File: config.mk
export PLATFORM = sky130hd
export DESIGN_NAME = quoted_printable_decoder_top_flat
export DESIGN_NICKNAME = d
export VERILOG_FILES = /design/src/qpdec_pkg.sv /design/src/qpdec_if.sv /design/src/quoted_printable_decoder_top.sv /design/src/qpdec_decode.sv /design/src/qpdec_queue.sv /design/src/flat_wrapper.sv
export SDC_FILE = /design/constraint.sdc
export NUM_CORES = 1
export LEC_CHECK = 0
export BUFFER_PORTS_ARGS = -buffer_cell sky130_fd_sc_hd__clkbuf_2
export CAP_MARGIN = 20
export CORE_UTILIZATION = 63
export DETAILED_ROUTE_END_ITERATION = 8
export HOLD_SLACK_MARGIN = 0.05
export PLACE_DENSITY = 0.82
export SLEW_MARGIN = 20
export SYNTH_ARGS = -nofsm -noshare
export SYNTH_HDL_FRONTEND = slang
export SYNTH_SLANG_ARGS = --single-unit
File: constraint.sdc
create_clock -name clk -period 6.3 [get_ports clk]
set_clock_uncertainty 0.05 [all_clocks]
set_input_delay 0.63 -clock clk [delete_from_list [all_inputs] [get_ports clk]]
set_output_delay 0.63 -clock clk [all_outputs]
set_load 0.1 [all_outputs]
File: src/qpdec_pkg.sv
// Shared types, character constants and helpers for the quoted-printable decoder.
package qpdec_pkg;

  localparam logic [7:0] CH_EQ = 8'h3D;
  localparam logic [7:0] CH_CR = 8'h0D;
  localparam logic [7:0] CH_LF = 8'h0A;

  localparam int unsigned NIBBLE_SHIFT    = 4;
  localparam int unsigned HEX_LETTER_BASE = 10;

  // Most results one beat can produce.
  localparam int unsigned MAX_RESULTS = 3;
  localparam int unsigned RES_CNT_W   = $clog2(MAX_RESULTS + 1);

  // Result queue, power of two so the pointers wrap on their own.
  localparam int unsigned QUEUE_DEPTH = 4;
  localparam int unsigned QPTR_W      = $clog2(QUEUE_DEPTH);
  localparam int unsigned QCNT_W      = $clog2(QUEUE_DEPTH + 1);

  typedef enum logic [1:0] {
    PH_IDLE = 2'd0,  // no escape pending
    PH_EQ   = 2'd1,  // '=' seen
    PH_HELD = 2'd2   // '=' and one byte seen
  } phase_t;

  typedef struct packed {
    logic [7:0] data;
    logic       empty;
    logic       last;
  } result_t;

  // Results of one input beat, in order; entries at and above count are unused.
  typedef struct packed {
    logic [RES_CNT_W-1:0]         count;
    result_t [MAX_RESULTS-1:0]    res;
  } decode_t;

  // Bit 4 set: not a hex digit. Bits 3:0: digit value.
  function automatic logic [4:0] hex_value(input logic [7:0] c);
    logic [4:0] v;
    v = 5'h10;
    if (c >= 8'h30 && c <= 8'h39) begin
      v = {1'b0, 4'(c - 8'h30)};
    end else if (c >= 8'h41 && c <= 8'h46) begin
      v = {1'b0, 4'(c - 8'h41 + 8'(HEX_LETTER_BASE))};
    end else if (c >= 8'h61 && c <= 8'h66) begin
      v = {1'b0, 4'(c - 8'h61 + 8'(HEX_LETTER_BASE))};
    end
    return v;
  endfunction

endpackage

File: src/qpdec_if.sv
// Valid/ready channel interfaces for encoded input and decoded output.
interface qpdec_in_if;
  logic       valid;
  logic       ready;
  logic [7:0] in_byte;
  logic       in_last;

  modport source (output valid, output in_byte, output in_last, input ready);
  modport sink   (input valid, input in_byte, input in_last, output ready);
endinterface

interface qpdec_out_if;
  logic       valid;
  logic       ready;
  logic [7:0] out_byte;
  logic       out_empty;
  logic       out_last;

  modport source (output valid, output out_byte, output out_empty, output out_last,
                  input ready);
  modport sink   (input valid, input out_byte, input out_empty, input out_last,
                  output ready);
endinterface

File: src/quoted_printable_decoder_top.sv
// Top level of the streaming quoted-printable decoder.
//
// Usage:
//   in_ch carries one encoded byte per beat (in_byte) plus in_last on the
//   final byte of a message. out_ch carries decoded bytes (out_byte); out_last
//   marks the final result of a message, and out_empty marks a result that
//   carries only the end mark (out_byte then reads zero).
//   "=XY" (hex, either case) decodes to one byte; "=" CR LF is a soft line
//   break and yields nothing; any other "=" sequence passes its "=" through and
//   rescans the bytes after it; one cut off by in_last passes through unchanged.
// Ordering: each result is registered in the queue before it is offered.
// Throughput: one input beat per cycle while the receiver takes one result
//   per cycle. A beat yields zero to three results; the queue drains one a
//   cycle while the receiver is ready, so a broken escape or an end flush can
//   stall input. in_ready is high while the four-entry queue holds one result
//   or fewer.
// Reset: rst_n (synchronous, active low) empties the queue and clears the
//   escape state. When the receiver stalls, results wait in the queue and
//   in_ready drops once it holds more than one result.
module quoted_printable_decoder_top (
  input  logic               clk,
  input  logic               rst_n,
  qpdec_in_if.sink           in_ch,
  qpdec_out_if.source        out_ch
);

  qpdec_pkg::phase_t   phase_r;
  qpdec_pkg::phase_t   phase_nxt;
  logic [7:0]          held_r;
  logic [7:0]          held_nxt;
  qpdec_pkg::decode_t  dec;
  qpdec_pkg::result_t  head;
  logic                room;
  logic                in_fire;

  assign in_ch.ready = room;
  assign in_fire     = in_ch.valid && room;

  // Escape decode: pure logic between the escape state and the queue.
  qpdec_decode u_decode (
    .phase     (phase_r),
    .held      (held_r),
    .in_byte   (in_ch.in_byte),
    .in_last   (in_ch.in_last),
    .phase_nxt (phase_nxt),
    .held_nxt  (held_nxt),
    .dec       (dec)
  );

  // Escape state advances only on an accepted beat.
  always_ff @(posedge clk) begin
    if (!rst_n) begin
      phase_r <= qpdec_pkg::PH_IDLE;
      held_r  <= 8'h00;
    end else if (in_fire) begin
      phase_r <= phase_nxt;
      held_r  <= held_nxt;
    end
  end

  // Results queue; it is the register stage between the two channels.
  qpdec_queue u_queue (
    .clk       (clk),
    .rst_n     (rst_n),
    .push      (in_fire),
    .push_dec  (dec),
    .room      (room),
    .out_valid (out_ch.valid),
    .out_ready (out_ch.ready),
    .out_res   (head)
  );

  assign out_ch.out_byte  = head.data;
  assign out_ch.out_empty = head.empty;
  assign out_ch.out_last  = head.last;

endmodule

File: src/qpdec_decode.sv
// Combinational escape decode of one input beat against the current escape state.
module qpdec_decode (
  input  qpdec_pkg::phase_t  phase,
  input  logic [7:0]         held,
  input  logic [7:0]         in_byte,
  input  logic               in_last,
  output qpdec_pkg::phase_t  phase_nxt,
  output logic [7:0]         held_nxt,
  output qpdec_pkg::decode_t dec
);

  logic [4:0] hi_v;
  logic [4:0] lo_v;

  assign hi_v = qpdec_pkg::hex_value(held);
  assign lo_v = qpdec_pkg::hex_value(in_byte);

  always_comb begin
    logic [7:0]                        e_v [qpdec_pkg::MAX_RESULTS];
    logic [qpdec_pkg::RES_CNT_W-1:0]   cnt_v;
    qpdec_pkg::phase_t                 ph_v;
    logic [7:0]                        hd_v;
    logic                              empty_v;

    for (int i = 0; i < qpdec_pkg::MAX_RESULTS; i++) e_v[i] = 8'h00;
    cnt_v   = '0;
    ph_v    = qpdec_pkg::PH_IDLE;
    hd_v    = held;
    empty_v = 1'b0;

    unique case (phase)
      qpdec_pkg::PH_HELD: begin
        hd_v = 8'h00;
        if (held == qpdec_pkg::CH_CR && in_byte == qpdec_pkg::CH_LF) begin
          ph_v = qpdec_pkg::PH_IDLE;  // soft line break
        end else if (!hi_v[4] && !lo_v[4]) begin
          e_v[0] = {hi_v[3:0], lo_v[3:0]};
          cnt_v  = 2'd1;
        end else begin
          // broken escape: pass '=' and rescan the two bytes from idle
          e_v[0] = qpdec_pkg::CH_EQ;
          if (held == qpdec_pkg::CH_EQ) begin
            ph_v  = qpdec_pkg::PH_HELD;
            hd_v  = in_byte;
            cnt_v = 2'd1;
          end else begin
            e_v[1] = held;
            if (in_byte == qpdec_pkg::CH_EQ) begin
              ph_v  = qpdec_pkg::PH_EQ;
              cnt_v = 2'd2;
            end else begin
              e_v[2] = in_byte;
              cnt_v  = 2'd3;
            end
          end
        end
      end
      qpdec_pkg::PH_EQ: begin
        ph_v = qpdec_pkg::PH_HELD;
        hd_v = in_byte;
      end
      default: begin
        // idle, and the unused code
        if (in_byte == qpdec_pkg::CH_EQ) begin
          ph_v = qpdec_pkg::PH_EQ;
        end else begin
          e_v[0] = in_byte;
          cnt_v  = 2'd1;
        end
      end
    endcase

    // End of message: flush a pending escape as plain text.
    if (in_last) begin
      if (ph_v == qpdec_pkg::PH_EQ) begin
        if (cnt_v != 2'(qpdec_pkg::MAX_RESULTS)) begin
          e_v[cnt_v[1:0]] = qpdec_pkg::CH_EQ;
          cnt_v = cnt_v + 1'b1;
        end
      end else if (ph_v == qpdec_pkg::PH_HELD) begin
        if (cnt_v != 2'(qpdec_pkg::MAX_RESULTS)) begin
          e_v[cnt_v[1:0]] = qpdec_pkg::CH_EQ;
          cnt_v = cnt_v + 1'b1;
        end
        if (cnt_v != 2'(qpdec_pkg::MAX_RESULTS)) begin
          e_v[cnt_v[1:0]] = hd_v;
          cnt_v = cnt_v + 1'b1;
        end
      end
      ph_v = qpdec_pkg::PH_IDLE;
      hd_v = 8'h00;
      if (cnt_v == '0) begin
        empty_v = 1'b1;
        e_v[0]  = 8'h00;
        cnt_v   = 2'd1;
      end
    end

    phase_nxt = ph_v;
    held_nxt  = hd_v;
    dec.count = cnt_v;
    for (int i = 0; i < qpdec_pkg::MAX_RESULTS; i++) begin
      dec.res[i].data  = e_v[i];
      dec.res[i].empty = empty_v;
      dec.res[i].last  = in_last && (i == int'(cnt_v) - 1);
    end
  end

endmodule

File: src/qpdec_queue.sv
// Small result queue: takes up to three results a cycle while it has room, hands out one while out_ready is high.
module qpdec_queue (
  input  logic               clk,
  input  logic               rst_n,
  input  logic               push,
  input  qpdec_pkg::decode_t push_dec,
  output logic               room,
  output logic               out_valid,
  input  logic               out_ready,
  output qpdec_pkg::result_t out_res
);

  qpdec_pkg::result_t                 mem_r [qpdec_pkg::QUEUE_DEPTH];
  logic [qpdec_pkg::QPTR_W-1:0]       wr_ptr_r;
  logic [qpdec_pkg::QPTR_W-1:0]       rd_ptr_r;
  logic [qpdec_pkg::QCNT_W-1:0]       cnt_r;
  logic [qpdec_pkg::QCNT_W-1:0]       push_n;
  logic                               pop;

  // room for a full beat's worth of results
  assign room      = cnt_r <= qpdec_pkg::QCNT_W'(qpdec_pkg::QUEUE_DEPTH - qpdec_pkg::MAX_RESULTS);
  assign out_valid = cnt_r != '0;
  assign out_res   = mem_r[rd_ptr_r];
  assign pop       = out_valid && out_ready;
  assign push_n    = push ? qpdec_pkg::QCNT_W'(push_dec.count) : '0;

  always_ff @(posedge clk) begin
    if (push) begin
      for (int i = 0; i < qpdec_pkg::MAX_RESULTS; i++) begin
        if (i < int'(push_dec.count)) begin
          mem_r[wr_ptr_r + qpdec_pkg::QPTR_W'(i)] <= push_dec.res[i];
        end
      end
    end
  end

  always_ff @(posedge clk) begin
    if (!rst_n) begin
      wr_ptr_r <= '0;
      rd_ptr_r <= '0;
      cnt_r    <= '0;
    end else begin
      wr_ptr_r <= wr_ptr_r + qpdec_pkg::QPTR_W'(push_n);
      rd_ptr_r <= rd_ptr_r + qpdec_pkg::QPTR_W'(pop);
      cnt_r    <= cnt_r + push_n - qpdec_pkg::QCNT_W'(pop);
    end
  end

endmodule

File: src/flat_wrapper.sv
// flat-port wrapper written by rule: the top's interface ports become plain ports
module quoted_printable_decoder_top_flat 
  (clk, rst_n, in_ch_valid, in_ch_in_byte, in_ch_in_last, in_ch_ready, out_ch_valid, out_ch_out_byte, out_ch_out_empty, out_ch_out_last, out_ch_ready);
  qpdec_in_if in_ch_i ();
  qpdec_out_if out_ch_i ();
  input  logic clk;
  input  logic rst_n;
  input wire logic [$bits(in_ch_i.valid)-1:0] in_ch_valid;
  input wire logic [$bits(in_ch_i.in_byte)-1:0] in_ch_in_byte;
  input wire logic [$bits(in_ch_i.in_last)-1:0] in_ch_in_last;
  output wire logic [$bits(in_ch_i.ready)-1:0] in_ch_ready;
  output wire logic [$bits(out_ch_i.valid)-1:0] out_ch_valid;
  output wire logic [$bits(out_ch_i.out_byte)-1:0] out_ch_out_byte;
  output wire logic [$bits(out_ch_i.out_empty)-1:0] out_ch_out_empty;
  output wire logic [$bits(out_ch_i.out_last)-1:0] out_ch_out_last;
  input wire logic [$bits(out_ch_i.ready)-1:0] out_ch_ready;
  assign in_ch_i.valid = in_ch_valid;
  assign in_ch_i.in_byte = in_ch_in_byte;
  assign in_ch_i.in_last = in_ch_in_last;
  assign in_ch_ready = in_ch_i.ready;
  assign out_ch_valid = out_ch_i.valid;
  assign out_ch_out_byte = out_ch_i.out_byte;
  assign out_ch_out_empty = out_ch_i.out_empty;
  assign out_ch_out_last = out_ch_i.out_last;
  assign out_ch_i.ready = out_ch_ready;
  quoted_printable_decoder_top u_core (.clk(clk), .rst_n(rst_n), .in_ch(in_ch_i), .out_ch(out_ch_i));
endmodule
==> results.tsv, run 1 <==
metric	value	unit
Crit path arrival time	4330	ps
Synth-to-Final Area Change	7.40	%
antenna violations before repair	0	
Reg area	1540	um2
combinational family with the most area after synthesis	compound AO/OA/AOI/OAI gates	
FP Rows	29	
critical path peak fanout	14	
clock sink count	57	
cell taking the most area after synthesis	edfxtp_1	
R2R setup slack	2010	ps
IO Pins	25	
status	finished clean	
xor/xnor cell area share of the yosys netlist	1.48	%
H-tree depth	3	
CP Capture Type	flip-flop	
crit path time final	4290	ps
number of global-route vias before repair	3334	
Main synth FF type	edfxtp_1	
Die Ht	83.1	um
Initial DRC Count	288	
Initial Util	65.3	%
Final Util	70.1	%
mean post-synth cell area	10.2	um2
# nets final	451	
antenna-violating nets left	0	
ant diodes	0	
Critical path destination	u_core.u_queue.mem_r[3][4]	
drt drc	0	
Port Buffers	24	
Worst Path Required	6340	ps
clock tree root driver cell	clkbuf_8	
Seq/Total Area, Yosys	37.2	%
Pins Over Slew Limit	0	
clk buf depth	2	
share of layout cells above drive strength 1	21.5	%
Yosys reg bits	57	
grt total ovfl	0	
most frequent cells after synthesis	edfxtp_1, nor2_1, a21oi_1, mux2i_1, nand2_1	
Compound-Gate Fraction of Synth Area	20.0	%
worst setup margin	2010	ps
hpwl dp	7830	um
fmax	233	MHz
mux cell area share after synthesis	16.2	%
pre-CTS setup slack	2000	ps
Synth Area in Adders	5.01	%
drt first pass iters	5	
R2R Path End	u_core.u_queue.mem_r[3][4]	
GPL Wtd Cong	0.982	
class of the worst hold path	flip-flop to flip-flop	
Final period util	68.1	%
Die ar.	6910	um2
FFs w/ async S/R, synth	0	%
multi-input logic area	2430	um2
crit path from	u_core.phase_r[0]	
cts repair resizes	0	
Worst-Margin Slew	986	ps
Simple-Gate Fraction of Synth Area	15.7	%
EDFF count, synth	40	
Hold Vio Cnt, Final	0	
worst r2r path cells	8	
peak supply drop	364	uV
Synth Cell Area	4140	um2
nature of the critical path startpoint	flip-flop	
most frequent cell after synthesis	edfxtp_1	
Post-CTS Setup Bufs	0	
Rel. slew slack	34.0	%
first-pass GRT wire length	17100	um
die width	83.1	um
Via Count	3472	
Synth top area share	29.0	%
synth top area cells	edfxtp_1, dfxtp_1, mux2i_1, mux4_2, ha_1	
setup_tns	0	ps
CTS tree	done	
wire per inst	20.8	um
Leak	1.67	nW
Crit Reg-Reg Startpoint	u_core.phase_r[0]	
core area	6350	um2
Setup CP Type	flip-flop to flip-flop	
all-layer global routing usage	31.9	%
Hold-fix buffers, CTS	0	
Synthesis Warnings	0	
max-cap violations	0	
Layout fillers	482	
pwr dens	309	nW/um2
Clk Latency, worst-skew pair	350	ps
Via density	6.89	
drt total wl	10500	um
Post-Synthesis Cells	405	
RSZ-0062 raised after global routing	no	
largest net degree at the start of global routing	18	
CTS buffer count	9	
Synth cell types	73	
Worst-path clk slew	60	ps
final setup violation count	0	
post-synth net total	434	
-- per-layer routing --
metal,track usage (%),vias to the layer above,wire length [um]
met3,7.16,48,840
met1,40.3,1649,4260
met5,0,-,0
met4,15.4,0,408
met2,51.9,200,4990
li1,-,1575,-
-- flip-flops by register name, indices dropped and copies added (netlist names) --
| signal | cells |
|---|---|
| u_core.u_queue.wr_ptr_r | 2 |
| u_core.u_queue.cnt_r | 3 |
| u_core.held_r | 8 |
| u_core.u_queue.mem_r | 40 |
| u_core.phase_r | 2 |
| u_core.u_queue.rd_ptr_r | 2 |
-- placed cells by master (no fill, tap or decap), drive strengths merged, types with 2 or more instances in the layout --
master / count
edfxtp: 40
clkbuf: 35
nor2: 33
a21oi: 29
mux2i: 26
o21ai: 26
nand2: 24
dfxtp: 17
mux2: 16
inv: 15
a22oi: 15
ha: 15
nor2b: 13
and2: 13
mux4: 10
nand3: 8
nor4: 5
xnor2: 5
nor3: 5
o211ai: 4
a31oi: 4
o22ai: 4
clkinv: 4
o21bai: 4
or2: 4
and3: 3
nor4b: 3
nand4: 3
nand2b: 3
a22o: 3
a32o: 3
buf: 3
o221ai: 3
a2111oi: 2
o21a: 2
xor2: 2
a31o: 2
a21boi: 2
-- area by class of cell --
type / instances / area share, %
tap: 77 / 2.16
sequential: 57 / 34.6
clock buffer: 11 / 2.95
multi-input combinational: 312 / 54.7
inverter: 15 / 1.27
timing repair buffer: 27 / 3.20
clock inverter: 5 / 1.10
-- logic make-up after synthesis --
group	after synthesis
fa+ha+maj	16
compound gates	113
buf+inv	36
flops	57
mux	52
xor+xnor	7
simple gates	124
-- worst min path at each step --
stage | from | to | slack, ps | cells after the start
3_3_place_gp | u_core.phase_r[0] | u_core.phase_r[0] | 420 | 2
6_report | u_core.phase_r[0] | u_core.phase_r[0] | 450 | 2
5_1_grt | u_core.phase_r[0] | u_core.phase_r[0] | 500 | 2
2_1_floorplan | u_core.phase_r[0] | u_core.phase_r[0] | 410 | 2
4_1_cts | u_core.phase_r[0] | u_core.phase_r[0] | 450 | 2
3_5_place_dp | u_core.phase_r[0] | u_core.phase_r[0] | 440 | 2
-- through the flow --
stage	instances	hold slack [ps]	cell area (um2)	power, mW
floorplan	405	408	4140	0.971
global placement	487	421	4250	1.05
detailed placement	487	441	4250	1.06
CTS	503	449	4430	1.38
global route	504	497	4450	1.43
finish	504	446	4450	1.37
-- report_power, final --
group | switching, mW | internal (mW) | leakage [nW]
Sequential | 0.0418 | 0.451 | 0.501
Combinational | 0.422 | 0.139 | 1.07
Clock | 0.141 | 0.179 | 0.0945
-- worst max-delay path, cell delays in order, from the launching register on --
cell       delay, ps
dfxtp_1          350
inv_1             50
ha_1             490
inv_1            320
nand3_1          460
a2111oi_4        580
o211ai_1         440
nor2_1           860
mux2_2           410
Note: power is estimated with default switching activity, not from simulation.
==> inputs of run 2 (changes only) <==
--- a/config.mk
+++ b/config.mk
@@ -7,10 +7,10 @@
 export LEC_CHECK = 0
 export BUFFER_PORTS_ARGS = -buffer_cell sky130_fd_sc_hd__clkbuf_2
 export CAP_MARGIN = 20
-export CORE_UTILIZATION = 63
+export CORE_UTILIZATION = 56
 export DETAILED_ROUTE_END_ITERATION = 8
 export HOLD_SLACK_MARGIN = 0.05
-export PLACE_DENSITY = 0.82
+export PLACE_DENSITY = 0.77
 export SLEW_MARGIN = 20
 export SYNTH_ARGS = -nofsm -noshare
 export SYNTH_HDL_FRONTEND = slang
==> constraint.sdc (replaced) <==
create_clock -name clk -period 3.75 [get_ports clk]
set_clock_uncertainty 0.05 [all_clocks]
set_input_delay 0.375 -clock clk [delete_from_list [all_inputs] [get_ports clk]]
set_output_delay 0.375 -clock clk [all_outputs]
set_load 0.1 [all_outputs]
==> run 2 against run 1 <==
Register-to-register slack got worse by 1700 ps. Setup slack got worse by 1700 ps. Worst hold slack got worse by 65 ps. Critical path type unchanged. Critical path depth rose by 6. Final cell count rose by 7.3%. Via count fell by 0.92%. Non-clock buffer count rose by 18. Fmax rose by 24%. Sequential share of layout area fell by 1.2 points.
==> results.tsv, run 2 (synthesis gave the netlist of run 1 again) <==
metric	value	unit
CP cell instances	inv_1, ha_1, o21bai_1, a21boi_4, a31o_4, a21oi_2, nand2_1, a21oi_2, inv_1, ha_1, fa_1, xor2_1, xnor2_1, and2_1	
worst setup margin	290	ps
critical path peak fanout	7	
crit path time final	3460	ps
grt total ovfl	0	
max reg flops	40	
RSZ-0062 raised after global routing	no	
Via Count	3440	
FP Rows	30	
CP Capture Type	flip-flop	
Worst-Margin Slew	815	ps
Final period util	92.3	%
Final Util	66.1	%
R2R setup slack	290	ps
IO Pins	25	
largest net degree at the start of global routing	18	
fmax	289	MHz
CP peak stage delay	480	ps
CTS buffer count	9	
clock tree root driver cell	clkbuf_8	
WHS	381	ps
Via density	6.36	
Initial Util	59.4	%
all-layer global routing usage	31.0	%
final setup violation count	0	
Layout fillers	589	
max-cap violations	0	
Crit Reg-Reg Startpoint	u_core.held_r[0]	
Synth-to-Final Area Change	11.4	%
die width	88.0	um
share of layout cells above drive strength 1	25.2	%
clock sink count	57	
Slowest cell on crit path	dfxtp_1	
Clk Latency, worst-skew pair	360	ps
Pins Over Slew Limit	0	
hold path startpoint	rst_n	
Setup CP Type	flip-flop to flip-flop	
H-tree depth	3	
Initial DRC Count	168	
Worst Hold End	u_core.held_r[0]	
GPL Wtd Cong	0.980	
Leak	1.76	nW
antenna violations before repair	0	
Worst-path clk slew	80	ps
drt drc	0	
pre-CTS setup slack	96.3	ps
Post-CTS Setup Bufs	0	
drt total wl	11400	um
number of global-route vias before repair	3299	
Port Buffers	24	
first-pass GRT wire length	17600	um
R2R Path End	u_core.u_queue.cnt_r[2]	
Largest Register	u_core.u_queue.mem_r	
WHS Path Cells	2	
Die ar.	7750	um2
wire per inst	21.0	um
Rel. slew slack	45.3	%
Worst Path Required	3950	ps
nature of the critical path startpoint	flip-flop	
Crit path arrival time	3660	ps
commonest non-fill, non-tap cells in the layout	edfxtp_1, nor2_1, a21oi_1, mux2i_1, clkbuf_2	
Die Ht	88.0	um
pwr dens	513	nW/um2
CTS tree	done	
worst r2r path cells	14	
Hold Vio Cnt, Final	0	
hpwl dp	8400	um
drt first pass iters	5	
CP bufs+invs	2	
# nets final	469	
core area	6980	um2
clk buf depth	2	
setup_tns	0	ps
commonest non-fill, non-tap cell in the layout	edfxtp_1	
ant diodes	0	
delay-heaviest family, CP	adder cells	
status	finished clean	
class of the worst hold path	input pin to flip-flop	
antenna-violating nets left	0	
biggest regs	u_core.u_queue.mem_r: 40 flops, u_core.held_r: 8 flops, u_core.u_queue.cnt_r: 3 flops	
peak supply drop	381	uV
==> run 2: per-stage QoR <==
stage	total power, mW	std cells	cell area, um2
final	2.37	541	4620
after detailed placement	1.79	525	4410
after floorplan	1.63	405	4150
after global routing	2.46	541	4620
after CTS	2.37	541	4610
after global placement	1.77	525	4410
==> run 2: how the worst max path moves through the flow <==
stage / end / cells after the start / start / slack [ps]
2_1_floorplan: u_core.u_queue.cnt_r[2] / 18 / u_core.held_r[1] / 320
3_3_place_gp: u_core.u_queue.cnt_r[2] / 15 / in_ch_in_byte[0] / 180
3_5_place_dp: u_core.u_queue.cnt_r[2] / 15 / in_ch_in_byte[0] / 100
4_1_cts: u_core.u_queue.cnt_r[2] / 14 / u_core.held_r[0] / 180
5_1_grt: u_core.u_queue.cnt_r[2] / 14 / u_core.held_r[0] / 90
6_report: u_core.u_queue.cnt_r[2] / 14 / u_core.held_r[0] / 290
==> run 2: power breakdown <==
part           leakage, nW  internal, mW  switching (mW)
combinational         1.16         0.239           0.714
clock               0.0964         0.309           0.282
sequential           0.501         0.756          0.0706
total                 1.76          1.30            1.07
==> run 2: area by class of cell <==
cell class	instances	area [um2]	share of cell area [%]
repair buffers	45	278	6.02
inverters	15	56.3	1.22
clock inverters	6	68.8	1.49
multi-input cells	312	2420	52.5
clock buffers	10	128	2.76
well taps	96	120	2.60
flip-flops and latches	57	1540	33.4
==> run 2: repair_timing <==
item / 4_1_cts / 5_1_grt
gates resized for setup: 0 / 2
hold buffers: 0 / 0
endpoints found under the setup margin: 0 / 1
==> run 2: metal layers <==
| metal | GRT usage [%] | part of all wire [%] |
|---|---|---|
| met2 | 50.1 | 47 |
| met5 | 0 | 0 |
| met1 | 40.0 | 42 |
| met3 | 6.13 | 7.1 |
| met4 | 14.8 | 3.5 |
==> inputs of run 3 (changes only) <==
--- a/config.mk
+++ b/config.mk
@@ -7,10 +7,12 @@
 export LEC_CHECK = 0
 export BUFFER_PORTS_ARGS = -buffer_cell sky130_fd_sc_hd__clkbuf_2
 export CAP_MARGIN = 20
-export CORE_UTILIZATION = 56
+export CORE_MARGIN = 5
+export CORE_UTILIZATION = 57
+export CTS_BUF_LIST = sky130_fd_sc_hd__clkbuf_4 sky130_fd_sc_hd__clkbuf_8
 export DETAILED_ROUTE_END_ITERATION = 8
 export HOLD_SLACK_MARGIN = 0.05
-export PLACE_DENSITY = 0.77
+export PLACE_DENSITY = 0.78
 export SLEW_MARGIN = 20
 export SYNTH_ARGS = -nofsm -noshare
 export SYNTH_HDL_FRONTEND = slang
==> run 3 against run 2 <==
Critical endpoint unchanged. Final cell count rose by 0.92%. Design area fell by 0.30%. Worst hold slack got worse by 11 ps. Power fell by 3.5%. Clock power fell by 13%. Non-clock buffer count rose by 2. Largest cell class unchanged. Via count fell by 1.7%.
==> results.tsv, run 3 (synthesis gave the netlist of run 1 again) <==
metric	value	unit
IO Pins	25	
Clk Latency, worst-skew pair	360	ps
nature of the critical path startpoint	flip-flop	
antenna-violating nets left	0	
CP Capture Type	flip-flop	
commonest non-fill, non-tap cells in the layout	edfxtp_1, nor2_1, a21oi_1, mux2i_1, clkbuf_2	
final setup violation count	0	
WHS	370	ps
GR Util met2	43.1	%
number of global-route vias before repair	3335	
CTS tree	done	
delay-heaviest family, CP	compound AO/OA/AOI/OAI gates	
Synth-to-Final Area Change	11.1	%
crit path time final	3520	ps
worst setup margin	231	ps
Pins Over Slew Limit	0	
status	finished clean	
grt total ovfl	0	
first-pass GRT wire length	17800	um
Worst-path clk slew	80	ps
largest net degree at the start of global routing	18	
CP peak stage delay	480	ps
pwr dens	497	nW/um2
Rel. slew slack	41.0	%
clk buf depth	2	
CP cell instances	inv_1, ha_1, o21bai_1, a21boi_4, a31o_4, a21oi_1, nand2_1, a21oi_2, inv_1, ha_1, fa_1, xor2_1, xnor2_1, and2_1	
cts repair resizes	0	
Crit path arrival time	3720	ps
clock tree root driver cell	clkbuf_8	
drt total wl	10900	um
# nets final	471	
H-tree depth	3	
wire per inst	19.9	um
drt drc	0	
all-layer global routing usage	26.1	%
Port Buffers	24	
ant diodes	0	
CP bufs+invs	2	
Via density	6.19	
peak supply drop	378	uV
Leak	1.75	nW
commonest non-fill, non-tap cell in the layout	edfxtp_1	
die width	95.3	um
CTS buffer count	9	
Layout fillers	622	
Worst-Margin Slew	879	ps
Final period util	93.8	%
Post-CTS Setup Bufs	0	
core area	7180	um2
pre-CTS setup slack	171	ps
critical path peak fanout	7	
share of layout cells above drive strength 1	25.3	%
met1 GRT Util	34.7	%
Initial Util	57.8	%
class of the worst hold path	input pin to flip-flop	
Die Ht	95.3	um
setup_tns	0	ps
FP Rows	31	
Via Count	3382	
Most Used Layer, Global Route	met2	
Die ar.	9080	um2
fmax	284	MHz
max reg flops	40	
antenna violations before repair	0	
Initial DRC Count	249	
hpwl dp	8180	um
Setup CP Type	flip-flop to flip-flop	
Largest Register	u_core.u_queue.mem_r	
Hold-fix buffers, CTS	0	
GPL Wtd Cong	0.931	
clock sink count	57	
Pwr Total	2.29	mW
max-cap violations	0	
drt first pass iters	5	
Slowest cell on crit path	dfxtp_1	
Hold Vio Cnt, Final	0	
Worst Path Required	3950	ps
biggest regs	u_core.u_queue.mem_r: 40 flops, u_core.held_r: 8 flops, u_core.u_queue.cnt_r: 3 flops	
GR Util met3	4.50	%
RSZ-0062 raised after global routing	no	
run 3: cell count changes in the layout (fill, tap and decap cells not counted), sizes merged:
cell | before | now
buf | 21 | 23
bufinv | 1 | 0
clkbuf | 34 | 33
clkinv | 4 | 3
clkinvlp | 1 | 3
inv | 15 | 16
run 3: path summary, 6_finish.rpt:
path | start | to | slack [ps] | cells after the start
setup / recovery | u_core.held_r[0] | u_core.u_queue.cnt_r[2] | 230 | 14
hold reg to reg | u_core.phase_r[0] | u_core.phase_r[0] | 430 | 2
setup reg to reg | u_core.held_r[0] | u_core.u_queue.cnt_r[2] | 230 | 14
hold / removal | rst_n | u_core.phase_r[0] | 370 | 2
run 3: layout make-up:
type	count	area (um2)	area share, %
clock inverters	7	46.3	1.01
inverters	15	56.3	1.22
clock buffers	9	124	2.69
well taps	99	124	2.69
multi-input cells	312	2420	52.5
repair buffers	47	293	6.36
flip-flops and latches	57	1540	33.5
run 3: worst reg2reg max path: stages, from the launching register on:
cell and delay (ps):
dfxtp_1 480, inv_1 150, ha_1 240, o21bai_1 230, a21boi_4 120, a31o_4 250
a21oi_1 290, nand2_1 170, a21oi_2 180, inv_1 70, ha_1 310, fa_1 430
xor2_1 170, xnor2_1 120, and2_1 150
run 3: power breakdown:
part	internal (mW)	switching, mW	leakage, nW
sequential	0.756	0.0684	0.501
clock	0.237	0.280	0.0814
combinational	0.238	0.707	1.17
total	1.23	1.06	1.75
run 3: per-layer routing:
metal | wire length, um | share of wire (%) | vias to the layer above
li1 | - | - | 1614
met1 | 4820 | 44 | 1631
met2 | 5270 | 49 | 117
met3 | 556 | 5.1 | 20
met4 | 208 | 1.9 | 0
met5 | 0 | 0 | -
run 3: per-stage QoR:
step / cells / instance area [um2] / utilization, %
final: 546 / 4600 / 64.1
after global routing: 546 / 4600 / 64.1
after detailed placement: 530 / 4430 / 61.8
after CTS: 546 / 4600 / 64.1
after global placement: 530 / 4430 / 61.8
after floorplan: 405 / 4150 / -
